File: config.mk
export PLATFORM = sky130hd
export DESIGN_NAME = sha256_front
export DESIGN_NICKNAME = d
export VERILOG_FILES = /design/src/hw/rtl/sha256_pkg.sv /design/src/hw/rtl/sha256_front.sv
export SDC_FILE = /design/constraint.sdc
export NUM_CORES = 2
export LEC_CHECK = 0
export ABC_AREA = 1
export BUFFER_PORTS_ARGS = -buffer_cell sky130_fd_sc_hd__buf_2
export CELL_PAD_IN_SITES_DETAIL_PLACEMENT = 1
export CELL_PAD_IN_SITES_GLOBAL_PLACEMENT = 2
export CORE_MARGIN = 5
export CORE_UTILIZATION = 30
export CTS_BUF_LIST = sky130_fd_sc_hd__clkbuf_8 sky130_fd_sc_hd__clkbuf_16
export DETAILED_ROUTE_END_ITERATION = 6
export PLACE_DENSITY = 0.87
export SETUP_SLACK_MARGIN = 0.5
export SLEW_MARGIN = 40
export SYNTH_ARGS = -nofsm -noshare
export SYNTH_HDL_FRONTEND = slang
export SYNTH_SLANG_ARGS = --single-unit
File: constraint.sdc
create_clock -name clk -period 2.8 [get_ports clk]
set_input_delay 0.14 -clock clk [delete_from_list [all_inputs] [get_ports clk]]
set_output_delay 0.14 -clock clk [all_outputs]
set_load 0.01 [all_outputs]
File: src/hw/rtl/sha256_pkg.sv
`timescale 1ns / 1ps
package sha256_pkg;

  // Message word as it arrives
  typedef struct packed {
    logic [31:0] message_word;
    logic [2:0]  valid_bytes;
    logic        last;
  } in_item_t;

  // Digest as it leaves
  typedef struct packed {
    logic [63:0] digest_words_0_1;
    logic [63:0] digest_words_2_3;
    logic [63:0] digest_words_4_5;
    logic [63:0] digest_words_6_7;
  } out_item_t;

  // One padded 64-byte block on its way from the front to the round engine
  typedef struct packed {
    logic [511:0] data;
    logic         final_blk;
    logic         dbl;
  } blk_t;

  localparam int QUEUE_DEPTH = 2;

  localparam logic [7:0]  PAD_BYTE = 8'h80;
  localparam logic [31:0] PAD_WORD = 32'h8000_0000;
  localparam logic [31:0] DBL_BITS = 32'd256;
  localparam logic [2:0]  WORD_BYTES = 3'd4;
  localparam logic [5:0]  LEN_POS = 6'd56;

  localparam logic [31:0] IV [8] = '{
    32'h6a09e667, 32'hbb67ae85, 32'h3c6ef372, 32'ha54ff53a,
    32'h510e527f, 32'h9b05688c, 32'h1f83d9ab, 32'h5be0cd19
  };

  localparam logic [31:0] ROUND_K [64] = '{
    32'h428a2f98, 32'h71374491, 32'hb5c0fbcf, 32'he9b5dba5,
    32'h3956c25b, 32'h59f111f1, 32'h923f82a4, 32'hab1c5ed5,
    32'hd807aa98, 32'h12835b01, 32'h243185be, 32'h550c7dc3,
    32'h72be5d74, 32'h80deb1fe, 32'h9bdc06a7, 32'hc19bf174,
    32'he49b69c1, 32'hefbe4786, 32'h0fc19dc6, 32'h240ca1cc,
    32'h2de92c6f, 32'h4a7484aa, 32'h5cb0a9dc, 32'h76f988da,
    32'h983e5152, 32'ha831c66d, 32'hb00327c8, 32'hbf597fc7,
    32'hc6e00bf3, 32'hd5a79147, 32'h06ca6351, 32'h14292967,
    32'h27b70a85, 32'h2e1b2138, 32'h4d2c6dfc, 32'h53380d13,
    32'h650a7354, 32'h766a0abb, 32'h81c2c92e, 32'h92722c85,
    32'ha2bfe8a1, 32'ha81a664b, 32'hc24b8b70, 32'hc76c51a3,
    32'hd192e819, 32'hd6990624, 32'hf40e3585, 32'h106aa070,
    32'h19a4c116, 32'h1e376c08, 32'h2748774c, 32'h34b0bcb5,
    32'h391c0cb3, 32'h4ed8aa4a, 32'h5b9cca4f, 32'h682e6ff3,
    32'h748f82ee, 32'h78a5636f, 32'h84c87814, 32'h8cc70208,
    32'h90befffa, 32'ha4506ceb, 32'hbef9a3f7, 32'hc67178f2
  };

endpackage

File: src/hw/rtl/sha256_front.sv
`timescale 1ns / 1ps
module sha256_front (
  input  logic                 clk,
  input  logic                 rst_n,
  input  logic                 in_valid,
  output logic                 in_ready,
  input  sha256_pkg::in_item_t in_data,
  input  logic                 dbl_mode,
  output logic                 blk_push,
  output sha256_pkg::blk_t     blk_data,
  input  logic                 blk_ready
);

  typedef enum logic [3:0] {
    F_IDLE  = 4'b0001,
    F_BYTES = 4'b0010,
    F_PAD   = 4'b0100,
    F_LEN   = 4'b1000
  } fst_t;

  fst_t          st_r, st_nxt;
  logic [31:0]   word_r, word_nxt;
  logic [2:0]    nb_r, nb_nxt;
  logic          last_r, last_nxt;
  logic [1:0]    bi_r, bi_nxt;
  logic [511:0]  buf_r, buf_nxt;
  logic [5:0]    fill_r, fill_nxt;
  logic [63:0]   len_r, len_nxt;
  logic [7:0]    cur_byte;
  logic [511:0]  buf_wr;
  logic [2:0]    nb_in;

  // Clamp the byte count to one word
  assign nb_in = (in_data.valid_bytes > sha256_pkg::WORD_BYTES) ?
                 sha256_pkg::WORD_BYTES : in_data.valid_bytes;
  assign in_ready = (st_r == F_IDLE);

  // Byte to place and the buffer with it written at the fill position
  always_comb begin
    cur_byte = (st_r == F_PAD) ? sha256_pkg::PAD_BYTE : word_r[5'd31 - {bi_r, 3'b000} -: 8];
    buf_wr = buf_r;
    buf_wr[9'd511 - {fill_r, 3'b000} -: 8] = cur_byte;
  end

  always_comb begin
    st_nxt   = st_r;
    word_nxt = word_r;
    nb_nxt   = nb_r;
    last_nxt = last_r;
    bi_nxt   = bi_r;
    buf_nxt  = buf_r;
    fill_nxt = fill_r;
    len_nxt  = len_r;
    blk_push = 1'b0;
    blk_data.data      = buf_wr;
    blk_data.final_blk = 1'b0;
    blk_data.dbl       = dbl_mode;
    unique case (st_r)
      F_IDLE: begin
        if (in_valid) begin
          word_nxt = in_data.message_word;
          nb_nxt   = nb_in;
          last_nxt = in_data.last;
          bi_nxt   = '0;
          if (nb_in != 3'd0) begin
            st_nxt = F_BYTES;
          end else if (in_data.last) begin
            st_nxt = F_PAD;
          end
        end
      end
      // Pack one byte a cycle unless a full block waits for queue space; hand off a full block
      F_BYTES: begin
        if (fill_r != 6'd63 || blk_ready) begin
          len_nxt = len_r + 64'd8;
          if (fill_r == 6'd63) begin
            blk_push = 1'b1;
            buf_nxt  = '0;
            fill_nxt = '0;
          end else begin
            buf_nxt  = buf_wr;
            fill_nxt = fill_r + 6'd1;
          end
          if ({1'b0, bi_r} + 3'd1 == nb_r) begin
            st_nxt = last_r ? F_PAD : F_IDLE;
          end else begin
            bi_nxt = bi_r + 2'd1;
          end
        end
      end
      // Append the pad byte, and the length if it still fits
      F_PAD: begin
        if (blk_ready) begin
          blk_push = 1'b1;
          if (fill_r < sha256_pkg::LEN_POS) begin
            blk_data.data      = {buf_wr[511:64], len_r};
            blk_data.final_blk = 1'b1;
            len_nxt = '0;
            st_nxt  = F_IDLE;
          end else begin
            st_nxt = F_LEN;
          end
          buf_nxt  = '0;
          fill_nxt = '0;
        end
      end
      F_LEN: begin
        blk_data.data      = {448'd0, len_r};
        blk_data.final_blk = 1'b1;
        if (blk_ready) begin
          blk_push = 1'b1;
          len_nxt  = '0;
          st_nxt   = F_IDLE;
        end
      end
      default: st_nxt = F_IDLE;
    endcase
  end

  always_ff @(posedge clk) begin
    if (!rst_n) begin
      st_r   <= F_IDLE;
      fill_r <= '0;
      len_r  <= '0;
      buf_r  <= '0;
    end else begin
      st_r   <= st_nxt;
      fill_r <= fill_nxt;
      len_r  <= len_nxt;
      buf_r  <= buf_nxt;
    end
    word_r <= word_nxt;
    nb_r   <= nb_nxt;
    last_r <= last_nxt;
    bi_r   <= bi_nxt;
  end

endmodule

==> flow_metrics.py <==
metrics = {
    "detailed_routing": {
        "initial_detailed_routing_violation_count": 2908,
        "antenna_violating_nets_left": 0,
        "totalWireLength_um": 179000,
        "routed_wire_length_per_instance_um": 22.5,
        "route.detailed.vias_per_inst": 5.21,
        "remaining_drc_errors": 0,
        "num_vias": 41500,
        "first_pass_iters": 5,
    },
    "sta": {
        "tightest_slew_ns": 0.814,
        "fin_worst_hold_slack_ns": 0.0695,
        "finalSetupViolCount": 377,
        "fmax_mhz": 325,
        "slew_headroom_pct": 45.7,
        "clock_skew_ns": 0.0210,
        "fin_ws_ns": -0.274,
        "report.final.hold_viol_count": 0,
        "finalCritPeriodShare_pct": 110,
        "period_needed_ns": 3.07,
        "final_max_slew_viol_count": 0,
        "rsz0062_at_grt": "true",
    },
    "cts": {
        "htree_levels": 3,
        "cts.sink_count": 621,
        "tritoncts.num_buffers": 78,
        "cts_buffer_depth": 3,
        "cts_root_buffer": "sky130_fd_sc_hd__clkbuf_16",
        "cts.reportedPaths.clkPinSlew_ns": 0.06,
        "tritoncts": "built",
        "clkLatencyLatePin_ns": 0.65,
    },
    "power_and_ir_drop": {
        "p_per_area_mw_per_mm2": 595,
        "peakVddDrop_mv": 0.448,
        "leakagePower_nw": 19.6,
    },
    "logic_synthesis": {
        "synthDominantAreaCellType": "sky130_fd_sc_hd__dfxtp_1",
        "netlist-cell-type-count": 43,
        "ys_dominant_reg_cell": "sky130_fd_sc_hd__dfxtp_1",
        "synthesis.yosys.warnings": 0,
        "synth_seq_cells": 621,
        "syn_inst": 5689,
        "yosys-top-cells-area": "sky130_fd_sc_hd__dfxtp_1 33%, sky130_fd_sc_hd__nand2_1 19%, sky130_fd_sc_hd__a21oi_1 8.9%, sky130_fd_sc_hd__nor2_1 7.6%, sky130_fd_sc_hd__o21ai_0 4.6%",
        "syn-num-nets": 5738,
        "postSynthAreaPerCell_um2": 6.19,
        "yosysSeqAreaShare_pct": 36.4,
        "synthMostInstantiatedCell": "sky130_fd_sc_hd__nand2_1",
        "synth_top_cell_area_share_pct": 33.2,
        "synth_enable_flop_cells": 38,
        "postSynth.asyncResetShare_pct": 0,
        "synthesis.area_mm2": 0.0352,
        "synth.top_cells.by_count": "1799 x sky130_fd_sc_hd__nand2_1, 710 x sky130_fd_sc_hd__nor2_1, 629 x sky130_fd_sc_hd__a21oi_1, 583 x sky130_fd_sc_hd__dfxtp_1, 414 x sky130_fd_sc_hd__inv_1",
    },
    "final_layout": {
        "finish.net_count": 6430,
        "drive_above_1_share_pct": 30.2,
        "finish.utilization_pct": 42.0,
        "final.fill_count": 14700,
        "areaGrowthSynthToFinish_pct": 38.9,
    },
    "global_route": {
        "grt_start_max_net_pins": 135,
        "grt.total_usage_pct": 26.7,
        "wire_length_of_the_first_global_routing_pass_um": 258000,
        "antenna_found_initial": 7,
        "vias_in_the_first_global_route": 41200,
        "global_route.overflow_total": 0,
    },
    "place": {
        "dp_hpwl_um": 126000,
        "placement.io_buffers": 554,
        "globalplace.congestion": 0.903,
        "placement.setup.worst_slack_ns": 0.00742,
    },
    "die": {
        "die_h_um": 352,
        "core_area_mm2": 0.116,
        "core.rowCount": 125,
        "start_util_pct": 30.2,
        "ios": 557,
        "die_footprint_mm2": 0.124,
        "die-width_um": 352,
    },
    "job": {
        "maxcap_viol_count": 0,
    },
    "outcome": {
        "run_status": "finished with violations",
        "violations_in_the_final_reports": "setup timing",
    },
    "worst_setup_path": {
        "required_ns": 2.66,
        "crit_path_start_kind": "flop",
        "crit_arrival_ns": 2.93,
        "timing.critical_path.fanout_max": 8,
        "path_class": "reg2out",
        "critical_path.endpoint_type": "primary output",
    },
    "min_path": {
        "holdCritPathClass": "in2reg",
    },
}
[flip-flops by register name, summed over array words and instances (netlist names)]
name and cells:
buf_r 512, len_r 61, word_r 32, fill_r 6, st_r 4, nb_r 3, bi_r 2, last_r 1
[worst max-delay path, stage by stage (launching register included)]
cell and delay, ns:
sky130_fd_sc_hd__edfxtp_1 0.38, sky130_fd_sc_hd__buf_6 0.15, sky130_fd_sc_hd__buf_12 0.11, sky130_fd_sc_hd__clkinv_8 0.06, sky130_fd_sc_hd__nand2_1 0.06, sky130_fd_sc_hd__nand3_1 0.12
sky130_fd_sc_hd__nand2_4 0.17, sky130_fd_sc_hd__nand3_2 0.18, sky130_fd_sc_hd__nor2_2 0.21, sky130_fd_sc_hd__buf_4 0.18, sky130_fd_sc_hd__nand2_1 0.10, sky130_fd_sc_hd__nand2_1 0.11
sky130_fd_sc_hd__nand2_1 0.06, sky130_fd_sc_hd__nor2_1 0.20, sky130_fd_sc_hd__buf_2 0.18
[power by group]
group / switching (W) / total [W] / leakage [nW] / internal (W)
Clock: 0.00434 / 0.0107 / 1.37 / 0.00639
Sequential: 0.000145 / 0.00936 / 5.06 / 0.00921
Combinational: 0.00630 / 0.00901 / 13.2 / 0.00272
Total: 0.0108 / 0.0291 / 19.6 / 0.0183
[cells by family after synthesis]
logic type      synth area share [%]
simple gates                    37.5
fa+ha+maj                      0.284
compound gates                  16.7
buf+inv                         9.00
flops                           36.4
xor+xnor                       0.149
[what timing repair did]
action,4_1_cts,5_1_grt
hold buffers,38,0
pin swaps,41,108
gates resized for setup,510,731
endpoints found under the hold margin,61,0
gates cloned,7,5
setup buffers,44,66
endpoints found under the setup margin,1091,1090
[final cells by class]
class                   count  area, um2  area share [%]
diodes                      2       5.00          0.0102
clock buffers              94       2210            4.51
clock inverters            42        433           0.885
inverters                 432       1740            3.57
multi-input cells        4285      22400            45.8
flip-flops and latches    621      12800            26.3
well taps                1524       1910            3.90
repair buffers            960       7360            15.1
repair inverters            3       31.3          0.0640
[metrics by stage]
step / TNS, ns / instances / area [um2] / total power, W
floorplan: 0 / 5689 / 35200 / 0.0127
global placement: 0 / 7665 / 40800 / 0.0162
detailed placement: 0 / 7665 / 40800 / 0.0163
CTS: -44.30 / 7890 / 45800 / 0.0279
global route: -74.79 / 7963 / 48900 / 0.0300
finish: -31.96 / 7963 / 48900 / 0.0291
[placed cells by master, fill, tap and decap left out, types with 63 or more instances in the layout]
cell type / instances
sky130_fd_sc_hd__a21oi_1: 594
sky130_fd_sc_hd__buf_2: 521
sky130_fd_sc_hd__buf_4: 216
sky130_fd_sc_hd__buf_6: 110
sky130_fd_sc_hd__clkbuf_16: 82
sky130_fd_sc_hd__dfxtp_1: 575
sky130_fd_sc_hd__inv_1: 369
sky130_fd_sc_hd__nand2_1: 1647
sky130_fd_sc_hd__nand2_2: 114
sky130_fd_sc_hd__nand3_1: 265
sky130_fd_sc_hd__nor2_1: 544
sky130_fd_sc_hd__nor2_2: 88
sky130_fd_sc_hd__nor2_4: 92
sky130_fd_sc_hd__o211ai_1: 63
sky130_fd_sc_hd__o21ai_0: 126
sky130_fd_sc_hd__o21ai_1: 66
sky130_fd_sc_hd__o21ai_2: 105
sky130_fd_sc_hd__or2_2: 210
[final timing paths]
check / start / end / slack (ns) / cells after the start
min reg2reg: buf_r[511]$_SDFFE_PN0P_ / buf_r[511]$_SDFFE_PN0P_ / 0.46 / 2
min: blk_ready / st_r[1]$_SDFFE_PN0P_ / 0.07 / 4
max reg2reg: fill_r[3]$_SDFFE_PN0P_ / buf_r[345]$_SDFFE_PN0P_ / 0.14 / 12
max: bi_r[0]$_SDFFCE_PP0P_ / blk_data[474] / -0.27 / 14
[routing by layer]
layer | part of all wire, % | up-vias | GRT usage [%]
met4 | 4.8 | 4 | 11.7
met2 | 48 | 1125 | 46.1
li1 | - | 19600 | -
met5 | 0.015 | - | 0
met1 | 42 | 20400 | 33.3
met3 | 5.2 | 309 | 3.70
Power figures use the tool's default switching activity.
