--- src/hw/rtl/sha256_pkg.sv ---
`timescale 1ns / 1ps
package sha256_pkg;

  // Message word as it arrives
  typedef struct packed {
    logic [31:0] message_word;
    logic [2:0]  valid_bytes;
    logic        last;
  } in_item_t;

  // Digest as it leaves
  typedef struct packed {
    logic [63:0] digest_words_0_1;
    logic [63:0] digest_words_2_3;
    logic [63:0] digest_words_4_5;
    logic [63:0] digest_words_6_7;
  } out_item_t;

  // One padded 64-byte block on its way from the front to the round engine
  typedef struct packed {
    logic [511:0] data;
    logic         final_blk;
    logic         dbl;
  } blk_t;

  localparam int QUEUE_DEPTH = 2;

  localparam logic [7:0]  PAD_BYTE = 8'h80;
  localparam logic [31:0] PAD_WORD = 32'h8000_0000;
  localparam logic [31:0] DBL_BITS = 32'd256;
  localparam logic [2:0]  WORD_BYTES = 3'd4;
  localparam logic [5:0]  LEN_POS = 6'd56;

  localparam logic [31:0] IV [8] = '{
    32'h6a09e667, 32'hbb67ae85, 32'h3c6ef372, 32'ha54ff53a,
    32'h510e527f, 32'h9b05688c, 32'h1f83d9ab, 32'h5be0cd19
  };

  localparam logic [31:0] ROUND_K [64] = '{
    32'h428a2f98, 32'h71374491, 32'hb5c0fbcf, 32'he9b5dba5,
    32'h3956c25b, 32'h59f111f1, 32'h923f82a4, 32'hab1c5ed5,
    32'hd807aa98, 32'h12835b01, 32'h243185be, 32'h550c7dc3,
    32'h72be5d74, 32'h80deb1fe, 32'h9bdc06a7, 32'hc19bf174,
    32'he49b69c1, 32'hefbe4786, 32'h0fc19dc6, 32'h240ca1cc,
    32'h2de92c6f, 32'h4a7484aa, 32'h5cb0a9dc, 32'h76f988da,
    32'h983e5152, 32'ha831c66d, 32'hb00327c8, 32'hbf597fc7,
    32'hc6e00bf3, 32'hd5a79147, 32'h06ca6351, 32'h14292967,
    32'h27b70a85, 32'h2e1b2138, 32'h4d2c6dfc, 32'h53380d13,
    32'h650a7354, 32'h766a0abb, 32'h81c2c92e, 32'h92722c85,
    32'ha2bfe8a1, 32'ha81a664b, 32'hc24b8b70, 32'hc76c51a3,
    32'hd192e819, 32'hd6990624, 32'hf40e3585, 32'h106aa070,
    32'h19a4c116, 32'h1e376c08, 32'h2748774c, 32'h34b0bcb5,
    32'h391c0cb3, 32'h4ed8aa4a, 32'h5b9cca4f, 32'h682e6ff3,
    32'h748f82ee, 32'h78a5636f, 32'h84c87814, 32'h8cc70208,
    32'h90befffa, 32'ha4506ceb, 32'hbef9a3f7, 32'hc67178f2
  };

endpackage

--- src/hw/rtl/sha256_queue.sv ---
`timescale 1ns / 1ps
module sha256_queue #(
  parameter int DEPTH = sha256_pkg::QUEUE_DEPTH
) (
  input  logic             clk,
  input  logic             rst_n,
  input  logic             push,
  input  sha256_pkg::blk_t push_data,
  output logic             push_ready,
  input  logic             pop,
  output logic             head_valid,
  output sha256_pkg::blk_t head_data
);

  localparam int PW = (DEPTH > 1) ? $clog2(DEPTH) : 1;
  localparam int CW = $clog2(DEPTH + 1);

  sha256_pkg::blk_t mem [DEPTH];
  logic [PW-1:0] wr_ptr_r, wr_ptr_nxt;
  logic [PW-1:0] rd_ptr_r, rd_ptr_nxt;
  logic [CW-1:0] count_r, count_nxt;

  assign push_ready = (count_r != CW'(DEPTH));
  assign head_valid = (count_r != '0);
  assign head_data  = mem[rd_ptr_r];

  // Advance pointers with wrap at the depth
  always_comb begin
    wr_ptr_nxt = wr_ptr_r;
    rd_ptr_nxt = rd_ptr_r;
    count_nxt  = count_r;
    if (push) begin
      wr_ptr_nxt = (wr_ptr_r == PW'(DEPTH - 1)) ? '0 : wr_ptr_r + PW'(1);
    end
    if (pop) begin
      rd_ptr_nxt = (rd_ptr_r == PW'(DEPTH - 1)) ? '0 : rd_ptr_r + PW'(1);
    end
    if (push && !pop) begin
      count_nxt = count_r + CW'(1);
    end else if (pop && !push) begin
      count_nxt = count_r - CW'(1);
    end
  end

  always_ff @(posedge clk) begin
    if (!rst_n) begin
      wr_ptr_r <= '0;
      rd_ptr_r <= '0;
      count_r  <= '0;
    end else begin
      wr_ptr_r <= wr_ptr_nxt;
      rd_ptr_r <= rd_ptr_nxt;
      count_r  <= count_nxt;
    end
  end

  always_ff @(posedge clk) begin
    if (push) begin
      mem[wr_ptr_r] <= push_data;
    end
  end

  a_no_overflow: assert property (@(posedge clk) disable iff (!rst_n)
    !(push && !push_ready)) else $error("queue overflow");
  a_no_underflow: assert property (@(posedge clk) disable iff (!rst_n)
    !(pop && !head_valid)) else $error("queue underflow");
  a_count_range: assert property (@(posedge clk) disable iff (!rst_n)
    count_r <= CW'(DEPTH)) else $error("queue count out of range");

endmodule

--- config.mk ---
export PLATFORM = sky130hd
export DESIGN_NAME = sha256_queue
export DESIGN_NICKNAME = d
export VERILOG_FILES = /design/src/hw/rtl/sha256_pkg.sv /design/src/hw/rtl/sha256_queue.sv
export SDC_FILE = /design/constraint.sdc
export NUM_CORES = 1
export LEC_CHECK = 0
export BUFFER_PORTS_ARGS = -buffer_cell sky130_fd_sc_hd__buf_2
export CORE_AREA = 2 2 400 402
export DETAILED_ROUTE_END_ITERATION = 6
export DIE_AREA = 0 0 402 404
export SLEW_MARGIN = 20
export SYNTH_ARGS = -nofsm -noshare
export SYNTH_HDL_FRONTEND = slang
export SYNTH_SLANG_ARGS = --single-unit
--- constraint.sdc ---
create_clock -name clk -period 24.8 [get_ports clk]
set_clock_uncertainty 0.05 [all_clocks]
set_input_delay 1.24 -clock clk [delete_from_list [all_inputs] [get_ports clk]]
set_output_delay 1.24 -clock clk [all_outputs]
set_load 0.02 [all_outputs]
==> results_tabular.tex, run 1 <==
\begin{tabular}{lr}
\hline
Metric & Value \\
\hline
\multicolumn{2}{l}{\textbf{Global route}} \\
\quad Number of global-route vias before repair & 20.4k \\
\quad Global-route wire length before repair & 151 mm \\
\quad Number of antenna violations at the first check in global routing & 110 \\
\quad Largest net degree at the start of global routing & 139 \\
\quad Congestion Overflow GR & 0 \\
\quad Total track usage & 0.131 \\
\multicolumn{2}{l}{\textbf{Synth}} \\
\quad Post-synthesis instance total & 1,621 \\
\quad Proportion of synthesized chip area in sequential cells & 0.788 \\
\quad Average size of a mapped cell & 24.2 um\^{}2 \\
\quad Most common library cells after synthesis & sky130\_fd\_sc\_hd\_\_edfxtp\_1, sky130\_fd\_sc\_hd\_\_mux2\_4, sky130\_fd\_sc\_hd\_\_mux2\_2 \\
\quad Share of synthesized flip-flops with an asynchronous set or reset & 0 \\
\quad Prevailing post-synth register cell & sky130\_fd\_sc\_hd\_\_edfxtp\_1 \\
\quad Fraction of synthesized cell area taken by the top area cell type & 0.786 \\
\quad Dominant cell type by area after synthesis & sky130\_fd\_sc\_hd\_\_edfxtp\_1 \\
\quad Number of synthesized register bits & 1,033 \\
\quad Most instantiated library cell after synthesis & sky130\_fd\_sc\_hd\_\_edfxtp\_1 \\
\quad Number of flops mapped to enable cells by yosys & 1,028 \\
\quad YS warnings & 0 \\
\quad Cell Area, Synth & 39,300 um\^{}2 \\
\quad Syn nets & 2,140 \\
\quad Largest cells by area after synthesis & sky130\_fd\_sc\_hd\_\_edfxtp\_1, sky130\_fd\_sc\_hd\_\_mux2\_4, sky130\_fd\_sc\_hd\_\_mux2\_2 \\
\quad Unique masters post-synth & 19 \\
\multicolumn{2}{l}{\textbf{Worst setup path}} \\
\quad Setup crit start kind & flip-flop \\
\quad R2R setup slack & 20,090 ps \\
\quad Element type at the critical path end & primary output \\
\quad Critical path arrival & 5180 ps \\
\quad Category of the critical setup timing path & flip-flop to primary output \\
\quad Required time at the endpoint of the critical path & 23,510 ps \\
\quad Critical path peak fanout & 52 \\
\multicolumn{2}{l}{\textbf{Cells and area}} \\
\quad Final net count & 3,252 \\
\quad Number of filler cells placed in the layout & 15.3k \\
\quad Share of layout cells above drive strength 1 & 0.616 \\
\quad Synthesis-to-finish area growth & 28.2\% \\
\multicolumn{2}{l}{\textbf{Routing}} \\
\quad Number of vias in the routed layout & 19.9k \\
\quad Iter 0 DRT Violations & 1,240 \\
\quad Highest layer used for signal routing & met5 \\
\quad Average wire length per cell after detail routing & 22.8 um \\
\quad Detailed-routed wire length on met2 & 55.9 mm \\
\quad Met1 wire length & 40.8 mm \\
\quad Antenna-violating nets left & 0 \\
\quad Routed WL & 112 mm \\
\quad First-pass detailed-route iteration total & 5 \\
\quad Number of vias per cell after detailed routing & 4.04 \\
\quad Post-route DRC & 0 \\
\quad Met3 wire len & 10.9 mm \\
\multicolumn{2}{l}{\textbf{Die}} \\
\quad Die Wd & 402 um \\
\quad Die height & 404 um \\
\quad Floorplan die area & 162,000 um\^{}2 \\
\quad Number of top-level design ports & 1,034 \\
\quad Initial standard-cell utilization of the core & 0.249 \\
\quad Row Count & 146 \\
\quad Placeable core region & 158,000 um\^{}2 \\
\multicolumn{2}{l}{\textbf{Clock tree}} \\
\quad Clk Latency, worst-skew pair & 700 ps \\
\quad Deepest clock path buffer count & 3 \\
\quad Number of gates given a new drive strength after cts & 0 \\
\quad Number of buffers inserted by hold repair at cts & 0 \\
\quad CTS root buf & sky130\_fd\_sc\_hd\_\_clkbuf\_16 \\
\quad Number of clock buffers inserted by TritonCTS & 109 \\
\quad Post-CTS Repair Setup Buffers & 0 \\
\quad Count of clock tree sinks & 1,033 \\
\quad Clock tree from TritonCTS & built \\
\quad H-tree levels & 3 \\
\quad Clock-pin slew of the registers on the worst-case setup and hold paths & 60 ps \\
\multicolumn{2}{l}{\textbf{Timing}} \\
\quad Final hold violations & 0 \\
\quad Max-slew violation count & 0 \\
\quad Period Utilization, post-route & 0.261 \\
\quad Setup repair after global routing missed its margin & false \\
\quad Final setup violation count & 0 \\
\quad Max-slew headroom & 0.257 \\
\quad Period minus WS final & 6470 ps \\
\quad Pin slew with the least headroom to its limit & 1110 ps \\
\quad Max Freq & 0.155 GHz \\
\quad Total Negative Setup Slacks & 0 ps \\
\multicolumn{2}{l}{\textbf{Power}} \\
\quad Clk pwr share & 0.392 \\
\quad Static leakage & 0.0194 uW \\
\quad Switching part of the total & 0.241 \\
\quad Combinational group share of total power & 0.126 \\
\quad Sequential power share & 0.482 \\
\quad Internal power contribution & 3230 uW \\
\quad Total power divided by cell area & 84.3 nW/um\^{}2 \\
\quad Pwr Total & 4250 uW \\
\quad Peak VDD IR & 0.0686 mV \\
\quad P\_sw & 1020 uW \\
\multicolumn{2}{l}{\textbf{Placement}} \\
\quad Sum of net half-perimeters after detailed placement & 84.0 mm \\
\quad Count of buffers from port buffering & 1,033 \\
\quad Placer congestion estimate & 0.791 \\
\multicolumn{2}{l}{\textbf{Job}} \\
\quad Max Cap Viol & 0 \\
\multicolumn{2}{l}{\textbf{Hold path}} \\
\quad Hold/Removal Path Class & flip-flop to flip-flop \\
\multicolumn{2}{l}{\textbf{Status}} \\
\quad Outcome & finished clean \\
\hline
\end{tabular}
## cell families (layout without fill, tap and decap cells)
logic type / Yosys count / count (layout) / synth area share
buffers and inverters: 58 / 1262 / 0.0175
AO/OA/AOI/OAI: 3 / 3 / 0.000510
multiplexers: 514 / 514 / 0.191
other: 0 / 23 / 0
adder cells (fa/ha/maj): 1 / 1 / 0.000318
AND/OR/NAND/NOR: 9 / 9 / 0.00143
flip-flops: 1033 / 1033 / 0.788
XOR/XNOR: 3 / 3 / 0.000669
## placed cells by master, fill, tap and decap left out, types with 2 or more instances in the layout
master | synthesis | layout
sky130_fd_sc_hd__clkinv_1 | 0 | 19
sky130_fd_sc_hd__buf_2 | 5 | 1033
sky130_fd_sc_hd__clkinvlp_4 | 0 | 3
sky130_fd_sc_hd__buf_12 | 0 | 2
sky130_fd_sc_hd__dfxtp_1 | 5 | 4
sky130_fd_sc_hd__bufinv_16 | 0 | 15
sky130_fd_sc_hd__clkbuf_16 | 0 | 110
sky130_fd_sc_hd__and2_1 | 4 | 3
sky130_fd_sc_hd__edfxtp_1 | 1028 | 1028
sky130_fd_sc_hd__buf_4 | 0 | 23
sky130_fd_sc_hd__clkbuf_1 | 0 | 19
sky130_fd_sc_hd__clkinv_4 | 0 | 4
sky130_fd_sc_hd__diode_2 | 0 | 23
sky130_fd_sc_hd__mux2_2 | 54 | 54
sky130_fd_sc_hd__mux2_4 | 460 | 460
sky130_fd_sc_hd__clkinv_16 | 0 | 4
sky130_fd_sc_hd__clkinv_2 | 0 | 21
sky130_fd_sc_hd__xor2_1 | 2 | 2
sky130_fd_sc_hd__inv_6 | 0 | 7
## worst paths after layout
path | depth (start not counted) | endpoint | startpoint
min reg2reg | 2 | count_r[1]$_SDFFE_PN0P_ | count_r[1]$_SDFFE_PN0P_
max | 6 | head_data[427] | flip-flop
min | 2 | count_r[1]$_SDFFE_PN0P_ | count_r[1]$_SDFFE_PN0P_
max reg2reg | 5 | mem[1][302]$_DFFE_PP_ | wr_ptr_r$_SDFFE_PN0P_
## per-stage QoR
step	worst slack [ps]	util	instances	hold WS, ps	cell area [um^2]
after floorplan	9600	-	1621	423	39300
after global placement	19000	0.295	4694	440	46600
after detailed placement	18950	0.295	4694	466	46600
after CTS	18150	0.319	4897	474	50300
after global routing	17980	0.319	4908	487	50300
final	18330	0.319	4920	472	50400
## cell type report
type,count,area (um^2),share of cell area
clock buffers,129,2820,0.0561
repair buffers,1058,5380,0.107
clock inverters,74,877,0.0174
multi-input cells,530,7640,0.152
inverters,1,3.75,0.0000745
flip-flops and latches,1033,31000,0.615
well taps,2072,2590,0.0515
diodes,23,57.6,0.00114
## power by group through the flow
stage | logic (uW) | registers, uW | clock network, uW
4_1_cts | 546 | 2050 | 1720
6_report | 535 | 2050 | 1670
5_1_grt | 568 | 2050 | 1780
2_1_floorplan | 357 | 2120 | 0
3_3_place_gp | 541 | 2080 | 0
3_5_place_dp | 544 | 2080 | 0
## registers in the layout, indices dropped and copies added (netlist names), named ones only
name / count
count_r: 2
mem: 1028
wr_ptr_r: 1
rd_ptr_r: 1
## worst max-delay path, cell delays in order, from the launching register on
cell and delay, ps:
sky130_fd_sc_hd__dfxtp_4 790, sky130_fd_sc_hd__buf_4 800, sky130_fd_sc_hd__buf_4 680, sky130_fd_sc_hd__buf_4 760, sky130_fd_sc_hd__buf_4 720, sky130_fd_sc_hd__mux2_4 360, sky130_fd_sc_hd__buf_2 160
## per-layer routing
layer,up-vias,global-route usage
met5,-,0
met2,935,0.226
met3,305,0.0549
li1,8762,-
met4,22,0.0547
met1,9853,0.142
(Power assumes the default switching activity.)
==> inputs of run 2 (changes only) <==
Settings changed: ABC_AREA from default to 1, CORE_AREA 2 2 400 402 to 2 2 403 405, DIE_AREA 0 0 402 404 to 0 0 405 407.
Clock period 24.8 ns to 6.1 ns, I/O delays scaled along.
==> results_tabular.tex, run 2 <==
\begin{tabular}{lr}
\hline
Metric & Value \\
\hline
\multicolumn{2}{l}{\textbf{Timing}} \\
\quad Max-slew headroom & 0.346 (+0.0885) \\
\quad Period minus WS final & 3300 ps \\
\quad Hold slack final & 263 ps (-210 ps) \\
\quad Max-slew violation count & 0 (unchanged) \\
\quad Final hold violations & 0 (unchanged) \\
\quad Max Freq & 0.303 GHz \\
\quad Worst path setup slack after routing & 2800 ps (-15,530 ps) \\
\quad Period Utilization, post-route & 0.541 \\
\quad Setup repair after global routing missed its margin & false \\
\quad Final setup violation count & 0 (unchanged) \\
\quad Pin slew with the least headroom to its limit & 981 ps (-133 ps) \\
\multicolumn{2}{l}{\textbf{Clock tree}} \\
\quad Count of clock tree sinks & 1,033 (unchanged) \\
\quad Number of buffers inserted by hold repair at cts & 518 (+518) \\
\quad Clock-pin slew of the registers on the worst-case setup and hold paths & 60 ps (about the same) \\
\quad H-tree levels & 3 (unchanged) \\
\quad CTS root buf & sky130\_fd\_sc\_hd\_\_clkbuf\_16 \\
\quad Deepest clock path buffer count & 3 (unchanged) \\
\quad Number of gates given a new drive strength after cts & 0 (unchanged) \\
\quad Clock tree from TritonCTS & built \\
\quad Number of clock buffers inserted by TritonCTS & 114 (+4.6\%) \\
\quad Post-CTS Repair Setup Buffers & 0 (unchanged) \\
\quad Clk Latency, worst-skew pair & 710 ps (about the same) \\
\multicolumn{2}{l}{\textbf{Placement}} \\
\quad Placer congestion estimate & 0.838 (+5.9\%) \\
\quad Setup Slack @ Placement & 3420 ps (-15,530 ps) \\
\quad Count of buffers from port buffering & 1,033 (unchanged) \\
\quad Total placed instance area & 46,900 um\^{}2 (+0.59\%) \\
\quad Sum of net half-perimeters after detailed placement & 84.7 mm (+0.77\%) \\
\multicolumn{2}{l}{\textbf{Power}} \\
\quad Static leakage & 0.0217 uW (+12\%) \\
\quad Total power divided by cell area & 313 nW/um\^{}2 (+270\%) \\
\quad Peak VDD IR & 0.246 mV (+260\%) \\
\quad Pwr Total & 17,500 uW (+310\%) \\
\multicolumn{2}{l}{\textbf{Routing}} \\
\quad First-pass detailed-route iteration total & 5 (unchanged) \\
\quad Antenna-violating nets left & 0 (unchanged) \\
\quad Number of vias in the routed layout & 21.9k (+10\%) \\
\quad Number of vias per cell after detailed routing & 3.94 (-2.4\%) \\
\quad Routed WL & 118 mm (+5.0\%) \\
\quad Iter 0 DRT Violations & 1,218 (-1.8\%) \\
\quad Average wire length per cell after detail routing & 21.2 um (-6.9\%) \\
\quad Post-route DRC & 0 (unchanged) \\
\multicolumn{2}{l}{\textbf{Worst setup path}} \\
\quad List of cells traversed by the critical path & buf\_12 -> mux2\_2 -> buf\_2 \\
\quad Worst r2r dst & mem[1][481]\$\_DFFE\_PP\_ \\
\quad Slowest stage cell, crit path & sky130\_fd\_sc\_hd\_\_dfxtp\_4 \\
\quad Cell depth of the worst flop-to-flop path & 4 (-1) \\
\quad R2R setup slack & 3660 ps (-16,430 ps) \\
\quad Critical path depth in cells & 3 (-3) \\
\quad Setup crit start kind & flip-flop \\
\quad Critical path arrival & 2940 ps (-2240 ps) \\
\quad Kind of cell with the highest combined delay on the critical path & buffers and inverters \\
\quad Crit path buffers/inverters & 2 (-3) \\
\quad R2r startpoint & wr\_ptr\_r\$\_SDFFE\_PN0P\_ \\
\quad Category of the critical setup timing path & flip-flop to primary output \\
\quad Required time at the endpoint of the critical path & 5740 ps (-17,770 ps) \\
\quad Critical path peak fanout & 107 (+110\%) \\
\quad Element type at the critical path end & primary output \\
\quad Crit path capture & head\_data[494] \\
\quad Crit-path max cell delay & 690 ps (-110 ps) \\
\multicolumn{2}{l}{\textbf{Job}} \\
\quad Max Cap Viol & 0 (unchanged) \\
\multicolumn{2}{l}{\textbf{Die}} \\
\quad Row Count & 147 (+0.68\%) \\
\quad Die height & 407 um (+0.74\%) \\
\quad Initial standard-cell utilization of the core & 0.245 (-0.00363) \\
\quad Floorplan die area & 165,000 um\^{}2 (+1.5\%) \\
\quad Die Wd & 405 um (+0.75\%) \\
\quad Placeable core region & 160,000 um\^{}2 (+1.5\%) \\
\quad Number of top-level design ports & 1,034 (unchanged) \\
\multicolumn{2}{l}{\textbf{Synth}} \\
\quad Dominant combinational cell family by area after synthesis & multiplexers \\
\quad Share of synthesized cell area in and, or, nand and nor gates & 0.00191 (+0.000477) \\
\quad Adder-Cell Fraction of Synth Area & 0.000318 (about the same) \\
\quad Number of synthesized register bits & 1,033 (unchanged) \\
\quad Area fraction in compound gates after synthesis & 0.000255 (-0.000255) \\
\quad Most common library cells after synthesis & sky130\_fd\_sc\_hd\_\_edfxtp\_1, sky130\_fd\_sc\_hd\_\_mux2\_4, sky130\_fd\_sc\_hd\_\_mux2\_2 \\
\quad Average size of a mapped cell & 24.0 um\^{}2 (-0.77\%) \\
\quad Prevailing post-synth register cell & sky130\_fd\_sc\_hd\_\_edfxtp\_1 \\
\quad Post-synthesis instance total & 1,634 (+0.80\%) \\
\quad Proportion of synthesized area in mux cells & 0.191 (about the same) \\
\quad Cell Area, Synth & 39,300 um\^{}2 (about the same) \\
\quad Fraction of synthesized cell area taken by the top area cell type & 0.786 (about the same) \\
\quad Proportion of synthesized chip area in sequential cells & 0.788 (about the same) \\
\quad YS warnings & 0 (unchanged) \\
\quad Share of synthesized flip-flops with an asynchronous set or reset & 0 (unchanged) \\
\quad Xor and xnor area share after synthesis & 0 (-0.000669) \\
\quad Dominant cell type by area after synthesis & sky130\_fd\_sc\_hd\_\_edfxtp\_1 \\
\quad Most instantiated library cell after synthesis & sky130\_fd\_sc\_hd\_\_edfxtp\_1 \\
\quad Syn nets & 2,153 (+0.61\%) \\
\quad Unique masters post-synth & 15 (-4) \\
\quad Number of flops mapped to enable cells by yosys & 1,028 (unchanged) \\
\quad Largest cells by area after synthesis & sky130\_fd\_sc\_hd\_\_edfxtp\_1, sky130\_fd\_sc\_hd\_\_mux2\_4, sky130\_fd\_sc\_hd\_\_mux2\_2 \\
\multicolumn{2}{l}{\textbf{Cells and area}} \\
\quad Synthesis-to-finish area growth & 42.1\% \\
\quad Highest-count cells in the layout ignoring fill and taps & sky130\_fd\_sc\_hd\_\_buf\_2, sky130\_fd\_sc\_hd\_\_edfxtp\_1, sky130\_fd\_sc\_hd\_\_dlygate4sd3\_1, sky130\_fd\_sc\_hd\_\_mux2\_4, sky130\_fd\_sc\_hd\_\_clkbuf\_16 \\
\quad Number of flip-flops in the largest register & 1,028 (unchanged) \\
\quad Share of layout cells above drive strength 1 & 0.520 (-0.0962) \\
\quad Most common library cell in the layout ignoring fill and taps & sky130\_fd\_sc\_hd\_\_buf\_2 \\
\quad Registers with the most flip-flops & mem x1028, count\_r x2 \\
\quad Register with the most flip-flops & mem \\
\quad Post-route cell area & 55,900 um\^{}2 (+11\%) \\
\quad Final net count & 3,790 (+17\%) \\
\multicolumn{2}{l}{\textbf{Global route}} \\
\quad Total track usage & 0.135 (+0.00380) \\
\quad Number of antenna violations at the first check in global routing & 44 (-60\%) \\
\quad Largest net degree at the start of global routing & 122 (-12\%) \\
\quad Congestion Overflow GR & 0 (unchanged) \\
\quad Global-route wire length before repair & 160 mm (+5.6\%) \\
\quad Number of global-route vias before repair & 23.0k (+13\%) \\
\multicolumn{2}{l}{\textbf{Hold path}} \\
\quad Hold/Removal Path Class & input port to flip-flop \\
\multicolumn{2}{l}{\textbf{Status}} \\
\quad Outcome & finished clean \\
\hline
\end{tabular}
-- run 2: cell count changes after synthesis, sizes merged, moves of 2 or more --
cell / delta
and2: -4
xor2: -2
nand2: +10
nor2b: -2
nor2: +7
inv: +7
-- run 2: kinds of logic after synthesis --
| group | Yosys count |
|---|---|
| AOI/OAI and AO/OA | 2 |
| muxes | 514 |
| adders and majority gates | 1 |
| DFF | 1033 |
| and+or+nand+nor | 19 |
| buffers and inverters | 65 |
-- run 2: area by class of cell --
cell class,count,area [um^2]
well taps,2160,2700
fillers,15200,104000
repair buffers,1578,10700
inverters,8,46.3
clock inverters,76,817
multi-input cells,536,7620
clock buffers,134,2930
diodes,22,55.1
flip-flops and latches,1033,31000
-- run 2: per-layer routing --
metal	part of all wire	GRT usage	vias to the layer above
li1	-	-	9852
met5	0.00031	0	-
met3	0.086	0.0511	201
met4	0.023	0.0361	6
met2	0.51	0.241	831
met1	0.38	0.150	11000
-- run 2: worst min-delay path by stage --
stage | depth (start not counted) | endpoint | start
5_1_grt | 2 | mem[1][181]$_DFFE_PP_ | push_data[181]
4_1_cts | 2 | mem[0][14]$_DFFE_PP_ | push_data[14]
3_3_place_gp | 2 | rd_ptr_r$_SDFFE_PN0P_ | rd_ptr_r$_SDFFE_PN0P_
2_1_floorplan | 0 | mem[0][0]$_DFFE_PP_ | push_data[0]
6_report | 2 | mem[0][246]$_DFFE_PP_ | push_data[246]
3_5_place_dp | 2 | flip-flop | rd_ptr_r$_SDFFE_PN0P_
-- run 2: stage by stage --
step / utilization / TNS, ps / instances
floorplan: - / -2443130 / 1634
global placement: 0.293 / 0 / 4797
detailed placement: 0.293 / 0 / 4797
CTS: 0.348 / 0 / 5525
global route: 0.348 / 0 / 5535
finish: 0.349 / 0 / 5547
-- run 2: report_power, final --
| group | total (uW) | switching, uW | internal [uW] | leakage [uW] |
|---|---|---|---|---|
| clock | 6840 | 2850 | 3990 | 0.00179 |
| sequential | 8330 | 92.1 | 8240 | 0.00969 |
| combinational | 2290 | 1250 | 1040 | 0.0102 |
| total | 17500 | 4190 | 13300 | 0.0217 |
